File: config.mk
export PLATFORM = sky130hd
export DESIGN_NAME = wheel_sync_pid_drive
export DESIGN_NICKNAME = d
export VERILOG_FILES = /design/src/sv/wsp_pkg.sv /design/src/sv/wsp_csr.sv /design/src/sv/wsp_mul.sv /design/src/sv/wsp_seq.sv /design/src/sv/wheel_sync_pid_drive.sv
export SDC_FILE = /design/constraint.sdc
export NUM_CORES = 2
export LEC_CHECK = 0
export ABC_AREA = 1
export BUFFER_PORTS_ARGS = -buffer_cell sky130_fd_sc_hd__buf_4
export CORE_UTILIZATION = 55
export CTS_BUF_LIST = sky130_fd_sc_hd__clkbuf_8
export DETAILED_ROUTE_END_ITERATION = 12
export PLACE_DENSITY_LB_ADDON = 0.25
export SLEW_MARGIN = 20
export SYNTH_ARGS = -nofsm -noshare
export SYNTH_HDL_FRONTEND = slang
export SYNTH_HIERARCHICAL = 1
export SYNTH_SLANG_ARGS = --single-unit
File: constraint.sdc
create_clock -name clock -period 10.45 [get_ports clock]
set_input_delay 0.5225 -clock clock [delete_from_list [all_inputs] [get_ports clock]]
set_output_delay 0.5225 -clock clock [all_outputs]
set_load 0.005 [all_outputs]
File: src/sv/wsp_pkg.sv
// Package for the wheel synchronizer drive: widths, register codes, reset values,
// sequencer step schedule and the structs passed between the block's modules.
// No dependencies.
`default_nettype none

package wsp_pkg;

   // Count and gain format
   localparam int COUNT_BITS     = 24;
   localparam int GAIN_FRAC_BITS = 24;

   // Register and port widths
   localparam int TARGET_W   = 23;
   localparam int SPEED_W    = 16;
   localparam int GAIN_W     = 24;
   localparam int CAP_W      = 15;
   localparam int DRIVE_W    = 16;
   localparam int CSR_IDX_W  = 3;
   localparam int CSR_DATA_W = 24;

   // Datapath widths
   localparam int CMP_W      = COUNT_BITS + 2;
   localparam int ERR_W      = COUNT_BITS + 1;
   localparam int DIFF_W     = ERR_W + 1;
   localparam int SUM_W      = 40;
   localparam int RATIO_W    = 4;
   localparam int MUL_W      = 24;
   localparam int PROD_W     = 2 * MUL_W;
   localparam int ACC_W      = 64;
   localparam int MAG_W      = 2 * MUL_W;
   localparam int TERM_SHIFT = GAIN_FRAC_BITS - 15;
   localparam int TERM_W     = DIFF_W + GAIN_W - TERM_SHIFT;
   localparam int LSUM_W     = TERM_W + 2;
   localparam int CLAMP_W    = 20;
   localparam int QUOT_W     = 20;

   // Divide by ten as multiply by reciprocal, exact for operands below 2^23
   localparam int RECIP_SHIFT = 26;
   localparam logic [MUL_W-1:0] RECIP_TEN = MUL_W'(6710887);

   // Speed ratio in tenths
   localparam logic [RATIO_W-1:0] RATIO_START = RATIO_W'(3);
   localparam logic [RATIO_W-1:0] RATIO_MAX   = RATIO_W'(10);
   localparam logic [RATIO_W-1:0] RATIO_FLOOR = RATIO_W'(3);

   // Register reset values
   localparam logic [TARGET_W-1:0] TARGET_RST = TARGET_W'(13367);
   localparam logic [SPEED_W-1:0]  SPEED_RST  = SPEED_W'(13107);
   localparam logic [GAIN_W-1:0]   GAIN_P_RST = GAIN_W'(21810);
   localparam logic [GAIN_W-1:0]   GAIN_I_RST = GAIN_W'(7214);
   localparam logic [GAIN_W-1:0]   GAIN_D_RST = GAIN_W'(1174);
   localparam logic [CAP_W-1:0]    CAP_RST    = CAP_W'(1311);
   localparam logic [TARGET_W-1:0] MARGIN_RST = TARGET_W'(5347);

   // Register index codes
   typedef enum logic [CSR_IDX_W-1:0] {
      CSR_TARGET = CSR_IDX_W'(0),
      CSR_SPEED  = CSR_IDX_W'(1),
      CSR_GAIN_P = CSR_IDX_W'(2),
      CSR_GAIN_I = CSR_IDX_W'(3),
      CSR_GAIN_D = CSR_IDX_W'(4),
      CSR_CAP    = CSR_IDX_W'(5),
      CSR_MARGIN = CSR_IDX_W'(6)
   } csr_idx_type;

   // Item mode codes
   localparam logic MODE_START = 1'b0;

   // Step schedule of one control tick
   localparam int STEP_W = 4;
   localparam logic [STEP_W-1:0] STEP_P_LO  = STEP_W'(0);
   localparam logic [STEP_W-1:0] STEP_P_HI  = STEP_W'(1);
   localparam logic [STEP_W-1:0] STEP_D_LO  = STEP_W'(2);
   localparam logic [STEP_W-1:0] STEP_D_HI  = STEP_W'(3);
   localparam logic [STEP_W-1:0] STEP_I_LO  = STEP_W'(4);
   localparam logic [STEP_W-1:0] STEP_I_HI  = STEP_W'(5);
   localparam logic [STEP_W-1:0] STEP_USE_P = STEP_W'(3);
   localparam logic [STEP_W-1:0] STEP_USE_D = STEP_W'(5);
   localparam logic [STEP_W-1:0] STEP_USE_I = STEP_W'(7);
   localparam logic [STEP_W-1:0] STEP_CLAMP = STEP_W'(8);
   localparam logic [STEP_W-1:0] STEP_MUL_R = STEP_W'(9);
   localparam logic [STEP_W-1:0] STEP_MUL_L = STEP_W'(10);
   localparam logic [STEP_W-1:0] STEP_DIV_R = STEP_W'(11);
   localparam logic [STEP_W-1:0] STEP_DIV_L = STEP_W'(12);
   localparam logic [STEP_W-1:0] STEP_OUT_R = STEP_W'(13);
   localparam logic [STEP_W-1:0] STEP_OUT_L = STEP_W'(14);
   localparam logic [STEP_W-1:0] STEP_LAST  = STEP_W'(14);

   // Register file contents
   typedef struct packed {
      logic [TARGET_W-1:0] target;
      logic [SPEED_W-1:0]  base_speed;
      logic [GAIN_W-1:0]   gain_p;
      logic [GAIN_W-1:0]   gain_i;
      logic [GAIN_W-1:0]   gain_d;
      logic [CAP_W-1:0]    integral_cap;
      logic [TARGET_W-1:0] decel_margin;
   } wsp_cfg_type;

   // Sequencer controls to the datapath
   typedef struct packed {
      logic              accept;
      logic              eval;
      logic              prep;
      logic              mags;
      logic              run;
      logic [STEP_W-1:0] step;
      logic              load_out;
   } wsp_ctl_type;

   // One multiply issue to the shared unit
   typedef struct packed {
      logic             valid;
      logic             acc_hi;
      logic [MUL_W-1:0] a;
      logic [MUL_W-1:0] b;
   } wsp_mul_cmd_type;

endpackage

`default_nettype wire

File: src/sv/wsp_csr.sv
// Configuration register file of the wheel synchronizer drive.
// Depends on wsp_pkg for widths, index codes and reset values.
`default_nettype none

module wsp_csr (
   input  wire logic                             clock,
   input  wire logic                             reset,
   input  wire logic                             csr_we,
   input  wire logic [wsp_pkg::CSR_IDX_W-1:0]    csr_index,
   input  wire logic [wsp_pkg::CSR_DATA_W-1:0]   csr_wdata,
   output wsp_pkg::wsp_cfg_type                  cfg
);

   wsp_pkg::wsp_cfg_type cfg_ff, cfg_in;

   // Decode the write into the addressed field; drop writes past the list
   always_comb begin
      cfg_in = cfg_ff;
      if (csr_we) begin
         unique case (wsp_pkg::csr_idx_type'(csr_index))
            wsp_pkg::CSR_TARGET: cfg_in.target       = csr_wdata[wsp_pkg::TARGET_W-1:0];
            wsp_pkg::CSR_SPEED:  cfg_in.base_speed   = csr_wdata[wsp_pkg::SPEED_W-1:0];
            wsp_pkg::CSR_GAIN_P: cfg_in.gain_p       = csr_wdata[wsp_pkg::GAIN_W-1:0];
            wsp_pkg::CSR_GAIN_I: cfg_in.gain_i       = csr_wdata[wsp_pkg::GAIN_W-1:0];
            wsp_pkg::CSR_GAIN_D: cfg_in.gain_d       = csr_wdata[wsp_pkg::GAIN_W-1:0];
            wsp_pkg::CSR_CAP:    cfg_in.integral_cap = csr_wdata[wsp_pkg::CAP_W-1:0];
            wsp_pkg::CSR_MARGIN: cfg_in.decel_margin = csr_wdata[wsp_pkg::TARGET_W-1:0];
            default: ;
         endcase
      end
   end

   always_ff @(posedge clock) begin
      if (reset) begin
         cfg_ff.target       <= wsp_pkg::TARGET_RST;
         cfg_ff.base_speed   <= wsp_pkg::SPEED_RST;
         cfg_ff.gain_p       <= wsp_pkg::GAIN_P_RST;
         cfg_ff.gain_i       <= wsp_pkg::GAIN_I_RST;
         cfg_ff.gain_d       <= wsp_pkg::GAIN_D_RST;
         cfg_ff.integral_cap <= wsp_pkg::CAP_RST;
         cfg_ff.decel_margin <= wsp_pkg::MARGIN_RST;
      end else begin
         cfg_ff <= cfg_in;
      end
   end

   assign cfg = cfg_ff;

endmodule

`default_nettype wire

File: src/sv/wsp_mul.sv
// Shared multiply-accumulate unit: registered 24x24 product, then an
// accumulator that either loads the product or adds it one chunk up.
// Depends on wsp_pkg for widths and the command struct.
`default_nettype none

module wsp_mul (
   input  wire logic                       clock,
   input  wire logic                       reset,
   input  wire wsp_pkg::wsp_mul_cmd_type   cmd,
   output logic [wsp_pkg::ACC_W-1:0]       acc
);

   logic [wsp_pkg::PROD_W-1:0] prod_ff, prod_in;
   logic                       valid_ff;
   logic                       hi_ff;
   logic [wsp_pkg::ACC_W-1:0]  acc_ff, acc_in;

   // Multiply stage
   assign prod_in = wsp_pkg::PROD_W'(cmd.a) * wsp_pkg::PROD_W'(cmd.b);

   always_ff @(posedge clock) begin
      if (reset) begin
         valid_ff <= 1'b0;
      end else begin
         valid_ff <= cmd.valid;
      end
      prod_ff <= prod_in;
      hi_ff   <= cmd.acc_hi;
   end

   // Accumulate stage: load the low chunk, add the high chunk shifted up
   always_comb begin
      if (hi_ff) begin
         acc_in = acc_ff + {prod_ff[wsp_pkg::ACC_W-wsp_pkg::MUL_W-1:0],
                            {wsp_pkg::MUL_W{1'b0}}};
      end else begin
         acc_in = {{(wsp_pkg::ACC_W-wsp_pkg::PROD_W){1'b0}}, prod_ff};
      end
   end

   always_ff @(posedge clock) begin
      if (valid_ff) begin
         acc_ff <= acc_in;
      end
   end

   assign acc = acc_ff;

endmodule

`default_nettype wire

File: src/sv/wsp_seq.sv
// Sequencer of the wheel synchronizer drive: one-hot state machine and step
// counter that schedule the datapath and the shared multiplier.
// Depends on wsp_pkg for the step schedule and the control struct.
`default_nettype none

module wsp_seq (
   input  wire logic              clock,
   input  wire logic              reset,
   input  wire logic              req_valid,
   input  wire logic              eval_short,
   input  wire logic              out_free,
   output logic                   req_ready,
   output wsp_pkg::wsp_ctl_type   ctl
);

   typedef enum logic [5:0] {
      S_IDLE = 6'b000001,
      S_EVAL = 6'b000010,
      S_PREP = 6'b000100,
      S_MAGS = 6'b001000,
      S_RUN  = 6'b010000,
      S_DONE = 6'b100000
   } state_type;

   state_type                   state_ff, state_in;
   logic [wsp_pkg::STEP_W-1:0]  step_ff, step_in;

   // Next state and step
   always_comb begin
      state_in = state_ff;
      step_in  = step_ff;
      unique case (state_ff)
         S_IDLE: begin
            if (req_valid) state_in = S_EVAL;
         end
         S_EVAL: begin
            state_in = eval_short ? S_DONE : S_PREP;
         end
         S_PREP: begin
            state_in = S_MAGS;
         end
         S_MAGS: begin
            state_in = S_RUN;
            step_in  = '0;
         end
         S_RUN: begin
            if (step_ff == wsp_pkg::STEP_LAST) begin
               state_in = S_DONE;
            end else begin
               step_in = step_ff + wsp_pkg::STEP_W'(1);
            end
         end
         S_DONE: begin
            if (out_free) state_in = S_IDLE;
         end
         default: state_in = S_IDLE;
      endcase
   end

   always_ff @(posedge clock) begin
      if (reset) begin
         state_ff <= S_IDLE;
         step_ff  <= '0;
      end else begin
         state_ff <= state_in;
         step_ff  <= step_in;
      end
   end

   // Control outputs
   assign req_ready    = (state_ff == S_IDLE);
   assign ctl.accept   = req_valid && (state_ff == S_IDLE);
   assign ctl.eval     = (state_ff == S_EVAL);
   assign ctl.prep     = (state_ff == S_PREP);
   assign ctl.mags     = (state_ff == S_MAGS);
   assign ctl.run      = (state_ff == S_RUN);
   assign ctl.step     = step_ff;
   assign ctl.load_out = (state_ff == S_DONE) && out_free;

   // Step counter never runs past the schedule
   a_step_range: assert property (@(posedge clock) disable iff (reset)
      (state_ff == S_RUN) |-> (step_ff <= wsp_pkg::STEP_LAST))
      else $error("step counter past end of schedule");

   // An accepted item is evaluated in the next cycle
   a_accept_eval: assert property (@(posedge clock) disable iff (reset)
      (req_valid && req_ready) |=> (state_ff == S_EVAL))
      else $error("accepted item not evaluated");

   // The last step always hands over to result delivery
   a_run_done: assert property (@(posedge clock) disable iff (reset)
      ((state_ff == S_RUN) && (step_ff == wsp_pkg::STEP_LAST)) |=> (state_ff == S_DONE))
      else $error("tick did not finish after last step");

   // A result is only loaded while the output register can take it
   a_load_free: assert property (@(posedge clock) disable iff (reset)
      ctl.load_out |-> (state_ff == S_DONE) && out_free)
      else $error("result loaded into busy output");

endmodule

`default_nettype wire

File: src/sv/wheel_sync_pid_drive.sv
// Wheel synchronizer drive: top level with the datapath, register file,
// sequencer and shared multiplier. Depends on wsp_pkg, wsp_csr, wsp_mul, wsp_seq.
//
// One item at a time. A start item, or a tick once the target count is reached,
// goes from acceptance through evaluation straight to result delivery. A control
// tick runs through evaluate, prepare the error and its sum, take magnitudes,
// then 15 sequencer steps in which the one 24x24 multiplier runs ten passes
// (P, D and I terms in two chunks each, the two ratio scalings and the two
// divides by ten done as reciprocal multiplies). req_ready returns the cycle
// after the result is loaded, so a new item waits until the last result is loaded.
// Registers are written through csr_we/csr_index/csr_wdata while the block is idle
// (the user must keep to this; the block does not enforce it); no reset pass is needed.
`default_nettype none

module wheel_sync_pid_drive (
   input  wire logic                                  clock,
   input  wire logic                                  reset,
   input  wire logic                                  req_valid,
   output logic                                       req_ready,
   input  wire logic                                  req_mode,
   input  wire logic signed [wsp_pkg::COUNT_BITS-1:0] req_left_count,
   input  wire logic signed [wsp_pkg::COUNT_BITS-1:0] req_right_count,
   output logic                                       rsp_valid,
   input  wire logic                                  rsp_ready,
   output logic signed [wsp_pkg::DRIVE_W-1:0]         rsp_left_drive,
   output logic signed [wsp_pkg::DRIVE_W-1:0]         rsp_right_drive,
   output logic                                       rsp_done_res,
   input  wire logic                                  csr_we,
   input  wire logic [wsp_pkg::CSR_IDX_W-1:0]         csr_index,
   input  wire logic [wsp_pkg::CSR_DATA_W-1:0]        csr_wdata
);

   localparam int CMP_W   = wsp_pkg::CMP_W;
   localparam int ERR_W   = wsp_pkg::ERR_W;
   localparam int DIFF_W  = wsp_pkg::DIFF_W;
   localparam int SUM_W   = wsp_pkg::SUM_W;
   localparam int LSUM_W  = wsp_pkg::LSUM_W;
   localparam int TERM_W  = wsp_pkg::TERM_W;
   localparam int CLAMP_W = wsp_pkg::CLAMP_W;
   localparam int QUOT_W  = wsp_pkg::QUOT_W;
   localparam int MUL_W   = wsp_pkg::MUL_W;
   localparam int MAG_W   = wsp_pkg::MAG_W;
   localparam int SPEED_W = wsp_pkg::SPEED_W;
   localparam int DRIVE_W = wsp_pkg::DRIVE_W;
   localparam int ITOP_W  = wsp_pkg::ACC_W - wsp_pkg::TERM_SHIFT;

   localparam logic signed [LSUM_W-1:0] CLAMP_HI = LSUM_W'(2**(CLAMP_W-1) - 1);
   localparam logic signed [LSUM_W-1:0] CLAMP_LO = LSUM_W'(-(2**(CLAMP_W-1)));
   localparam logic signed [QUOT_W:0]   DRV_MAX  = (QUOT_W+1)'(2**(DRIVE_W-1) - 1);
   localparam logic signed [QUOT_W:0]   DRV_MIN  = (QUOT_W+1)'(-(2**(DRIVE_W-1)));

   wsp_pkg::wsp_cfg_type     cfg;
   wsp_pkg::wsp_ctl_type     ctl;
   wsp_pkg::wsp_mul_cmd_type cmd;
   logic [wsp_pkg::ACC_W-1:0] acc;

   logic eval_short;
   logic out_free;

   // Captured item
   logic                            mode_ff;
   logic [wsp_pkg::COUNT_BITS-1:0]  left_ff, right_ff;

   // Controller state
   logic                            finished_ff, finished_in;
   logic [ERR_W-1:0]                prev_ff, prev_in;
   logic [SUM_W-1:0]                sum_ff, sum_in;
   logic [wsp_pkg::RATIO_W-1:0]     ratio_ff, ratio_in;

   // Working registers of one tick
   logic [ERR_W-1:0]                err_ff;
   logic [DIFF_W-1:0]               diff_ff;
   logic [ERR_W-1:0]                mag_p_ff;
   logic [DIFF_W-1:0]               mag_d_ff;
   logic [SUM_W-1:0]                mag_i_ff;
   logic                            neg_p_ff, neg_d_ff, neg_i_ff;
   logic [LSUM_W-1:0]               lsum_ff, lsum_in;
   logic [CLAMP_W-1:0]              lmag_ff;
   logic                            lneg_ff;
   logic [SPEED_W-1:0]              bmag_ff;
   logic                            bneg_ff;

   // Pending result and output register
   logic [DRIVE_W-1:0]              res_left_ff, res_left_in;
   logic [DRIVE_W-1:0]              res_right_ff, res_right_in;
   logic                            res_done_ff, res_done_in;
   logic                            rsp_valid_ff, rsp_valid_in;
   logic [DRIVE_W-1:0]              rsp_left_ff, rsp_right_ff;
   logic                            rsp_done_ff;

   // Compare and error signals
   logic signed [CMP_W-1:0] left_w, right_w, tgt_w, margin_w, thresh_w, twice_w;
   logic                    reached;
   logic [ERR_W-1:0]        err_calc;
   logic [DIFF_W-1:0]       diff_calc;
   logic [SUM_W:0]          sum_calc;
   logic [SUM_W-1:0]        sum_sat;

   // Magnitude extensions feeding the multiplier
   logic [MAG_W-1:0]        mag_p_x, mag_d_x, mag_i_x;

   // Term accumulation
   logic [TERM_W-1:0]       tmag;
   logic                    tneg;
   logic [LSUM_W-1:0]       tval;
   logic [ITOP_W-1:0]       itop;
   logic [wsp_pkg::CAP_W-1:0] imag;

   // Drive results
   logic [QUOT_W-1:0]       quot;
   logic [QUOT_W:0]         rval, lval;
   logic [wsp_pkg::RATIO_W-1:0] ratio_up, ratio_next;
   logic                    ratio_inc, ratio_dec;

   wsp_csr u_csr (
      .clock     (clock),
      .reset     (reset),
      .csr_we    (csr_we),
      .csr_index (csr_index),
      .csr_wdata (csr_wdata),
      .cfg       (cfg)
   );

   wsp_seq u_seq (
      .clock      (clock),
      .reset      (reset),
      .req_valid  (req_valid),
      .eval_short (eval_short),
      .out_free   (out_free),
      .req_ready  (req_ready),
      .ctl        (ctl)
   );

   wsp_mul u_mul (
      .clock (clock),
      .reset (reset),
      .cmd   (cmd),
      .acc   (acc)
   );

   // Hold the accepted item
   always_ff @(posedge clock) begin
      if (ctl.accept) begin
         mode_ff  <= req_mode;
         left_ff  <= req_left_count;
         right_ff <= req_right_count;
      end
   end

   // Signed compares against the target
   assign left_w   = {{(CMP_W-wsp_pkg::COUNT_BITS){left_ff[wsp_pkg::COUNT_BITS-1]}}, left_ff};
   assign right_w  = {{(CMP_W-wsp_pkg::COUNT_BITS){right_ff[wsp_pkg::COUNT_BITS-1]}},
                      right_ff};
   assign tgt_w    = {{(CMP_W-wsp_pkg::TARGET_W){1'b0}}, cfg.target};
   assign margin_w = {{(CMP_W-wsp_pkg::TARGET_W){1'b0}}, cfg.decel_margin};
   assign thresh_w = tgt_w - margin_w;
   assign twice_w  = left_w <<< 1;
   assign reached  = (left_w >= tgt_w);

   assign eval_short = (mode_ff == wsp_pkg::MODE_START) || finished_ff || reached;

   // Error, derivative difference and saturated sum
   assign err_calc  = left_w[ERR_W-1:0] - right_w[ERR_W-1:0];
   assign diff_calc = {prev_ff[ERR_W-1], prev_ff} - {err_ff[ERR_W-1], err_ff};
   assign sum_calc  = {sum_ff[SUM_W-1], sum_ff}
                    + {{(SUM_W+1-ERR_W){err_ff[ERR_W-1]}}, err_ff};

   always_comb begin
      if (sum_calc[SUM_W] != sum_calc[SUM_W-1]) begin
         sum_sat = sum_calc[SUM_W] ? {1'b1, {(SUM_W-1){1'b0}}} : {1'b0, {(SUM_W-1){1'b1}}};
      end else begin
         sum_sat = sum_calc[SUM_W-1:0];
      end
   end

   // Controller state update
   always_comb begin
      finished_in = finished_ff;
      prev_in     = prev_ff;
      sum_in      = sum_ff;
      ratio_in    = ratio_ff;
      if (ctl.eval && (mode_ff == wsp_pkg::MODE_START)) begin
         finished_in = 1'b0;
         prev_in     = '0;
         sum_in      = '0;
         ratio_in    = wsp_pkg::RATIO_START;
      end else if (ctl.eval && eval_short) begin
         finished_in = 1'b1;
      end
      if (ctl.prep) begin
         prev_in = err_ff;
         sum_in  = sum_sat;
      end
      if (ctl.run && (ctl.step == wsp_pkg::STEP_OUT_L)) begin
         ratio_in = ratio_next;
      end
   end

   always_ff @(posedge clock) begin
      if (reset) begin
         finished_ff <= 1'b0;
         prev_ff     <= '0;
         sum_ff      <= '0;
         ratio_ff    <= wsp_pkg::RATIO_START;
      end else begin
         finished_ff <= finished_in;
         prev_ff     <= prev_in;
         sum_ff      <= sum_in;
         ratio_ff    <= ratio_in;
      end
   end

   // Ramp the ratio up in the first half, down near the end
   assign ratio_inc  = (ratio_ff < wsp_pkg::RATIO_MAX) && (twice_w < tgt_w);
   assign ratio_up   = ratio_ff + wsp_pkg::RATIO_W'(ratio_inc);
   assign ratio_dec  = (left_w > thresh_w) && (ratio_up >= wsp_pkg::RATIO_FLOOR);
   assign ratio_next = ratio_up - wsp_pkg::RATIO_W'(ratio_dec);

   // Latch error, difference, magnitudes and base speed
   always_ff @(posedge clock) begin
      if (ctl.eval) begin
         err_ff <= err_calc;
      end
      if (ctl.prep) begin
         diff_ff <= diff_calc;
         bneg_ff <= cfg.base_speed[SPEED_W-1];
         bmag_ff <= cfg.base_speed[SPEED_W-1] ? -cfg.base_speed : cfg.base_speed;
      end
      if (ctl.mags) begin
         neg_p_ff <= err_ff[ERR_W-1];
         mag_p_ff <= err_ff[ERR_W-1] ? -err_ff : err_ff;
         neg_d_ff <= diff_ff[DIFF_W-1];
         mag_d_ff <= diff_ff[DIFF_W-1] ? -diff_ff : diff_ff;
         neg_i_ff <= sum_ff[SUM_W-1];
         mag_i_ff <= sum_ff[SUM_W-1] ? -sum_ff : sum_ff;
      end
   end

   assign mag_p_x = {{(MAG_W-ERR_W){1'b0}}, mag_p_ff};
   assign mag_d_x = {{(MAG_W-DIFF_W){1'b0}}, mag_d_ff};
   assign mag_i_x = {{(MAG_W-SUM_W){1'b0}}, mag_i_ff};

   // Issue multiplies by step
   always_comb begin
      cmd        = '0;
      cmd.valid  = 1'b0;
      if (ctl.run) begin
         case (ctl.step)
            wsp_pkg::STEP_P_LO: begin
               cmd.valid = 1'b1;
               cmd.a     = mag_p_x[MUL_W-1:0];
               cmd.b     = cfg.gain_p;
            end
            wsp_pkg::STEP_P_HI: begin
               cmd.valid  = 1'b1;
               cmd.acc_hi = 1'b1;
               cmd.a      = mag_p_x[MAG_W-1:MUL_W];
               cmd.b      = cfg.gain_p;
            end
            wsp_pkg::STEP_D_LO: begin
               cmd.valid = 1'b1;
               cmd.a     = mag_d_x[MUL_W-1:0];
               cmd.b     = cfg.gain_d;
            end
            wsp_pkg::STEP_D_HI: begin
               cmd.valid  = 1'b1;
               cmd.acc_hi = 1'b1;
               cmd.a      = mag_d_x[MAG_W-1:MUL_W];
               cmd.b      = cfg.gain_d;
            end
            wsp_pkg::STEP_I_LO: begin
               cmd.valid = 1'b1;
               cmd.a     = mag_i_x[MUL_W-1:0];
               cmd.b     = cfg.gain_i;
            end
            wsp_pkg::STEP_I_HI: begin
               cmd.valid  = 1'b1;
               cmd.acc_hi = 1'b1;
               cmd.a      = mag_i_x[MAG_W-1:MUL_W];
               cmd.b      = cfg.gain_i;
            end
            wsp_pkg::STEP_MUL_R: begin
               cmd.valid = 1'b1;
               cmd.a     = {{(MUL_W-CLAMP_W){1'b0}}, lmag_ff};
               cmd.b     = {{(MUL_W-wsp_pkg::RATIO_W){1'b0}}, ratio_ff};
            end
            wsp_pkg::STEP_MUL_L: begin
               cmd.valid = 1'b1;
               cmd.a     = {{(MUL_W-SPEED_W){1'b0}}, bmag_ff};
               cmd.b     = {{(MUL_W-wsp_pkg::RATIO_W){1'b0}}, ratio_ff};
            end
            wsp_pkg::STEP_DIV_R, wsp_pkg::STEP_DIV_L: begin
               cmd.valid = 1'b1;
               cmd.a     = acc[MUL_W-1:0];
               cmd.b     = wsp_pkg::RECIP_TEN;
            end
            default: ;
         endcase
      end
   end

   // Clamp the integral term magnitude to the cap
   assign itop = acc[wsp_pkg::ACC_W-1:wsp_pkg::TERM_SHIFT];
   assign imag = (itop > ITOP_W'(cfg.integral_cap)) ? cfg.integral_cap
               : itop[wsp_pkg::CAP_W-1:0];

   // Select the finished term and its sign
   always_comb begin
      case (ctl.step)
         wsp_pkg::STEP_USE_P: begin
            tmag = acc[wsp_pkg::TERM_SHIFT +: TERM_W];
            tneg = neg_p_ff;
         end
         wsp_pkg::STEP_USE_D: begin
            tmag = acc[wsp_pkg::TERM_SHIFT +: TERM_W];
            tneg = neg_d_ff;
         end
         default: begin
            tmag = {{(TERM_W-wsp_pkg::CAP_W){1'b0}}, imag};
            tneg = neg_i_ff;
         end
      endcase
   end

   assign tval = {{(LSUM_W-TERM_W){1'b0}}, tmag};

   // Add terms onto the base speed
   always_comb begin
      lsum_in = lsum_ff;
      if (ctl.prep) begin
         lsum_in = {{(LSUM_W-SPEED_W){cfg.base_speed[SPEED_W-1]}}, cfg.base_speed};
      end else if (ctl.run && ((ctl.step == wsp_pkg::STEP_USE_P)
                               || (ctl.step == wsp_pkg::STEP_USE_D)
                               || (ctl.step == wsp_pkg::STEP_USE_I))) begin
         lsum_in = tneg ? (lsum_ff - tval) : (lsum_ff + tval);
      end
   end

   always_ff @(posedge clock) begin
      lsum_ff <= lsum_in;
   end

   // Clamp the right sum to a range that still saturates, then take its magnitude
   always_ff @(posedge clock) begin
      if (ctl.run && (ctl.step == wsp_pkg::STEP_CLAMP)) begin
         if ($signed(lsum_ff) > CLAMP_HI) begin
            lneg_ff <= 1'b0;
            lmag_ff <= CLAMP_HI[CLAMP_W-1:0];
         end else if ($signed(lsum_ff) < CLAMP_LO) begin
            lneg_ff <= 1'b1;
            lmag_ff <= {1'b1, {(CLAMP_W-1){1'b0}}};
         end else begin
            lneg_ff <= lsum_ff[LSUM_W-1];
            lmag_ff <= lsum_ff[LSUM_W-1] ? (-lsum_ff[CLAMP_W-1:0]) : lsum_ff[CLAMP_W-1:0];
         end
      end
   end

   // Quotients by ten, with sign restored
   assign quot = acc[wsp_pkg::RECIP_SHIFT +: QUOT_W];
   assign rval = lneg_ff ? -{1'b0, quot} : {1'b0, quot};
   assign lval = bneg_ff ? -{1'b0, quot} : {1'b0, quot};

   // Build the pending result
   always_comb begin
      res_left_in  = res_left_ff;
      res_right_in = res_right_ff;
      res_done_in  = res_done_ff;
      if (ctl.eval) begin
         res_left_in  = '0;
         res_right_in = '0;
         res_done_in  = (mode_ff != wsp_pkg::MODE_START) && (finished_ff || reached);
      end else if (ctl.run && (ctl.step == wsp_pkg::STEP_OUT_R)) begin
         if ($signed(rval) > DRV_MAX) begin
            res_right_in = DRV_MAX[DRIVE_W-1:0];
         end else if ($signed(rval) < DRV_MIN) begin
            res_right_in = DRV_MIN[DRIVE_W-1:0];
         end else begin
            res_right_in = rval[DRIVE_W-1:0];
         end
      end else if (ctl.run && (ctl.step == wsp_pkg::STEP_OUT_L)) begin
         res_left_in = lval[DRIVE_W-1:0];
      end
   end

   always_ff @(posedge clock) begin
      res_left_ff  <= res_left_in;
      res_right_ff <= res_right_in;
      res_done_ff  <= res_done_in;
   end

   // Output register: load the result, drop valid once taken
   assign out_free = !rsp_valid_ff || rsp_ready;

   always_comb begin
      rsp_valid_in = rsp_valid_ff;
      if (ctl.load_out) begin
         rsp_valid_in = 1'b1;
      end else if (rsp_ready) begin
         rsp_valid_in = 1'b0;
      end
   end

   always_ff @(posedge clock) begin
      if (reset) begin
         rsp_valid_ff <= 1'b0;
      end else begin
         rsp_valid_ff <= rsp_valid_in;
      end
   end

   always_ff @(posedge clock) begin
      if (ctl.load_out) begin
         rsp_left_ff  <= res_left_ff;
         rsp_right_ff <= res_right_ff;
         rsp_done_ff  <= res_done_ff;
      end
   end

   assign rsp_valid       = rsp_valid_ff;
   assign rsp_left_drive  = rsp_left_ff;
   assign rsp_right_drive = rsp_right_ff;
   assign rsp_done_res    = rsp_done_ff;

endmodule

`default_nettype wire

; ---- Word-level counts from Yosys, hierarchy flattened
; Cells that the tools add are included.
[word_totals]
ff_bits = 685
in_bits = 81
out_inout_bits = 35
word_cells = 185
[op_classes]
add_sub_neg = 16
multipliers = 1
order_cmp = 10
n_eq_ne = 30
mux = 39
bitwise = 3
reduce_logical = 41
[ops]
columns = operator, count
row1 = $pmux 48 s9, 1
row2 = $mux 40, 4
row3 = $mux 43, 3
row4 = $mux 48, 2
row5 = $mux 25, 3
row6 = $add 64x64->64, 1
row7 = $gt 55x15->1, 1
row8 = $mul 24x24->48, 1
row9 = $mux 16, 3
row10 = $add 43x41->43, 1
row11 = $gt 43x20->1 const B, 1
row12 = $lt 43x20->1 const B, 1
row13 = $sub 43x41->43, 1
row14 = $add 40x25->41, 1
row15 = $mux 41, 1
row16 = $mux 20, 2
row17 = $neg 40->40, 1
row18 = $mux 39, 1
row19 = $pmux 6 s6, 1
row20 = $mux 15, 2
row21 = $eq 4x4->1 const B, 7
row22 = $neg 26->26, 1
row23 = $sub 25x25->26, 1
row24 = $lt 25x24->1, 1
row25 = 49 further kinds, 98

; ---- Depth between registers and ports, before layout
[logic_depth]
word_depth = 7
mapped_depth = 39

; ---- Hierarchy
; The synthesis kept the hierarchy.
[modules_own_cells]
columns = mod, n_inst, cells_per_inst, area_per_inst_um2
row1 = wheel_sync_pid_drive, 1, 3921, 30589.3
row2 = wsp_mul, 1, 3607, 26499.2
row3 = wsp_csr, 1, 796, 5778.0
row4 = wsp_seq, 1, 85, 608.1

; ---- Worst setup path before layout
; No wires, ideal clock.
[synth_timing]
path_kind = register -> register
start = register u_seq/step_ff[3] (netlist name)
end = register u_mul/prod_ff[33] (netlist name)
setup_time_ps = 112
arrival_ps = 7197
path_slack_ps = 3141
path_stages_with_launch = 36
n_path_buf = 3
cell_sequence = dfxtp_1 -> inv_1 -> nor2_1 -> nand3_1 -> nand2_1 -> clkbuf_1 -> buf_1 -> a21oi_1 -> a31oi_1 -> clkbuf_1 -> nand2_1 -> fa_1 -> inv_1 -> fa_1 -> inv_1 -> fa_1 -> inv_1 -> fa_1 -> inv_1 -> fa_1 -> inv_1 -> fa_1 -> inv_1 -> fa_1 -> inv_1 -> ha_1 -> nand2_1 -> inv_1 -> a21oi_1 -> nand2_1 -> nand3_1 -> nand3_2 -> nand2_1 -> nand2_1 -> nand2_1 -> nand2_1
[synth_lines]
columns = item, line_no
row1 = start: declaration, wsp_seq.sv:26  ; logic [wsp_pkg::STEP_W-1:0] step_ff, step_in;
row2 = start signal: assignment, wsp_seq.sv:66  ; step_ff <= step_in;
row3 = end signal: assignment, wsp_mul.sv:27  ; prod_ff <= prod_in;
row4 = end: declaration, wsp_mul.sv:13  ; logic [wsp_pkg::PROD_W-1:0] prod_ff, prod_in;

==> flow_summary.ini <==
[yosys]
syn_avg_cell_area_um2 = 7.55
synth.largest_area_cell = edfxtp_1
yosys.area_share.simple = 0.228
synthesis.instances = 8409
synthDominantCellAreaShare = 0.176
ys_ff_latch = 685
synth_edf_count = 373
yosys_warnings = 6
synthAdderAreaFrac = 0.246
synth_compound_area_frac = 0.0946
synth_fp_nets = 9443
yosysUniqueCellTypes = 63
synth_flop_cell = edfxtp_1
synth_xor_xnor_area_share = 0.0428
syn-cell-area_mm2 = 0.0635
async_reset_ff_frac = 0
synthTopCellsByArea = edfxtp_1, fa_1, nand2_1
synthMuxAreaShare = 0
synth_top_family_by_area = adder cells
ys_seq_area_frac = 0.275

[sta]
period_needed_ns = 8.61
drv_slew = 0
fin_tns_setup_ns = 0
setup_viol = 0
fin_crit_sh = 0.824
fmax_mhz = 116
worst_hold_slack_ns = 0.0758
final_hold_viol_count = 0
slew_headroom = 0.182
worst_slew_pin_slew_ns = 1.22
grt_setup_unrepaired = false
fin_skew_ns = 0.0886

[die]
die_w_um = 342
die_h_um = 342
start_util = 0.555
coreArea_mm2 = 0.114
ios = 116
rows = 124
dieArea_mm2 = 0.117

[placement]
numPortBuffers = 115
placed_cells = 9867
dpl.hpwl_um = 157000
place_area_mm2 = 0.0661
place.gp.congestion = 0.966

[route]
drc_errors = 0
wl_per_cell_um = 19.8
viasPerCell = 5.49
vias = 55800
ant_nets = 0
drt-total-wl_um = 201000
drtIter0Drc = 5090
first_pass_iters = 6

[clock_tree]
clk_pin_slew_ns = 0.06
cts_buffers = 117
insertion_delay_ns = 0.92
cts.repair.resized = 0
clockRootBuffer = clkbuf_8
clockBufferDepth = 3
cts_tree = done
cts_hold_buffers = 71
cts_setup_buffers = 0
h-tree-depth = 3
cts.sinks = 685

[final_layout]
fill_cells = 10500
layout.cells.non_filler = 10200
mostFrequentLayoutCells = nand2_1, inv_1, nor2_1
final_area_mm2 = 0.0694
multi_input_area_mm2 = 0.0391
nets = 9580
regArea_mm2 = 0.0174
layout_commonest_cell = nand2_1
drive_gt1_frac = 0.0650
syn_to_final_growth_pct = 9.34

[setup_path]
start_kind = flip-flop
end_kind = flip-flop
cpMaxStageDelayCell = a21oi_4
cp_data_required_time_ns = 11.18
arrival_ns = 9.34
crit_type = flip-flop to flip-flop
cpPeakStageDelay_ns = 0.82
critPathMaxFanout = 24

[global_route]
antenna_found_initial = 3
grt_overflow_total = 0
grt_util_all_layers = 0.344
grt_pass1_wl_um = 310000
grt_max_degree = 89
first_global_vias = 54900

[min_path]
hp-class = input port to flip-flop

[power_and_ir_drop]
powerDensity_mw_per_mm2 = 88.8
peakVddDrop_mv = 0.136
p_leak_nw = 34.9

[outcome]
status = finished, final reports clean

[flow_run]
drv_cap = 0
critical path, delay by kind of cell (launching register included):
kind,cells,cell delay [ns]
flops,1,0.45
buf+inv,8,0.89
compound gates,2,0.92
fa+ha+maj,8,4.11
simple gates,12,2.05
metal layers:
metal / wire length [um] / share of wire / global-route usage / vias up
met5: 13 / 0.000065 / 0 / -
met4: 11100 / 0.055 / 0.175 / 2
met3: 16800 / 0.083 / 0.0703 / 504
met2: 90800 / 0.45 / 0.552 / 2332
met1: 82300 / 0.41 / 0.440 / 26300
li1: - / - / - / 26700
layout make-up:
cell class / instances / share of cell area
Clock buffer: 127 / 0.0252
Antenna cell: 2 / 0.0000721
Sequential cell: 685 / 0.251
Inverter: 1652 / 0.0894
Timing Repair Buffer: 269 / 0.0318
Clock inverter: 97 / 0.0116
Multi-Input combinational cell: 5821 / 0.563
Tap cell: 1512 / 0.0273
power by group:
part           total [mW]  internal (mW)  switching, mW
Clock                2.68           1.42           1.26
Combinational       0.556          0.212          0.343
Sequential           2.93           2.88         0.0467
Total                6.16           4.51           1.65
registers in the layout, summed over array words and instances, names as in the netlist, 20 cells and up:
| signal | cells |
|---|---|
| mag_p_ff | 25 |
| diff_ff | 26 |
| err_ff | 25 |
| mag_d_ff | 26 |
| lmag_ff | 20 |
| u_mul/prod_ff | 48 |
| sum_ff | 40 |
| mag_i_ff | 40 |
| prev_ff | 25 |
| u_mul/acc | 64 |
| right_ff | 24 |
| lsum_ff | 43 |
| left_ff | 24 |
| u_csr/cfg | 149 |
synthesized netlist by cell type, drive strengths merged (10+ instances only):
cell type,n
nor3,84
nand4,59
edfxtp,373
inv,1647
or2,24
buf,51
fa,488
a22oi,13
ha,465
o31ai,11
dfxtp,312
nor4,24
a41oi,16
o211ai,24
o21bai,27
nand3,387
clkbuf,200
a21oi,467
nor2,789
o21ai,349
o21a,19
a221oi,22
o221a,10
a21boi,16
nand3b,10
xnor2,110
xor2,200
nand2,2101
a31oi,55
logic make-up (layout without fill, tap and decap cells):
logic type,count (synthesis),in the layout
buffers and inverters,1903,2145
adders and majority gates,953,953
DFF,685,685
and+or+nand+nor,3494,3494
other,0,2
xor gates and xnor gates,310,310
AOI/OAI and AO/OA,1064,1064
final timing paths:
check,slack (ns),end,start,cells after the start
setup / recovery,1.84,u_mul/prod_ff[45]$_DFF_P_,u_seq/step_ff[3]$_SDFFE_PP0P_,30
hold / removal,0.08,u_csr/cfg[56]$_SDFFE_PP0P_,csr_wdata[18],5
setup reg to reg,1.84,u_mul/prod_ff[45]$_DFF_P_,u_seq/step_ff[3]$_SDFFE_PP0P_,30
hold reg to reg,0.42,rsp_left_drive[14]$_DFFE_PP_,res_left_ff[14]$_SDFFE_PP0P_,0
per-stage QoR:
| step | util | total power, mW | setup slack [ns] |
|---|---|---|---|
| 3_5_place_dp | 0.578 | 3.51 | 2.03 |
| 3_3_place_gp | 0.578 | 3.49 | 2.11 |
| 6_report | 0.607 | 6.16 | 1.84 |
| 4_1_cts | 0.607 | 6.19 | 1.92 |
| 2_1_floorplan | - | 3.34 | 3.14 |
| 5_1_grt | 0.607 | 6.36 | 1.34 |
Power figures use the tool's default switching activity.
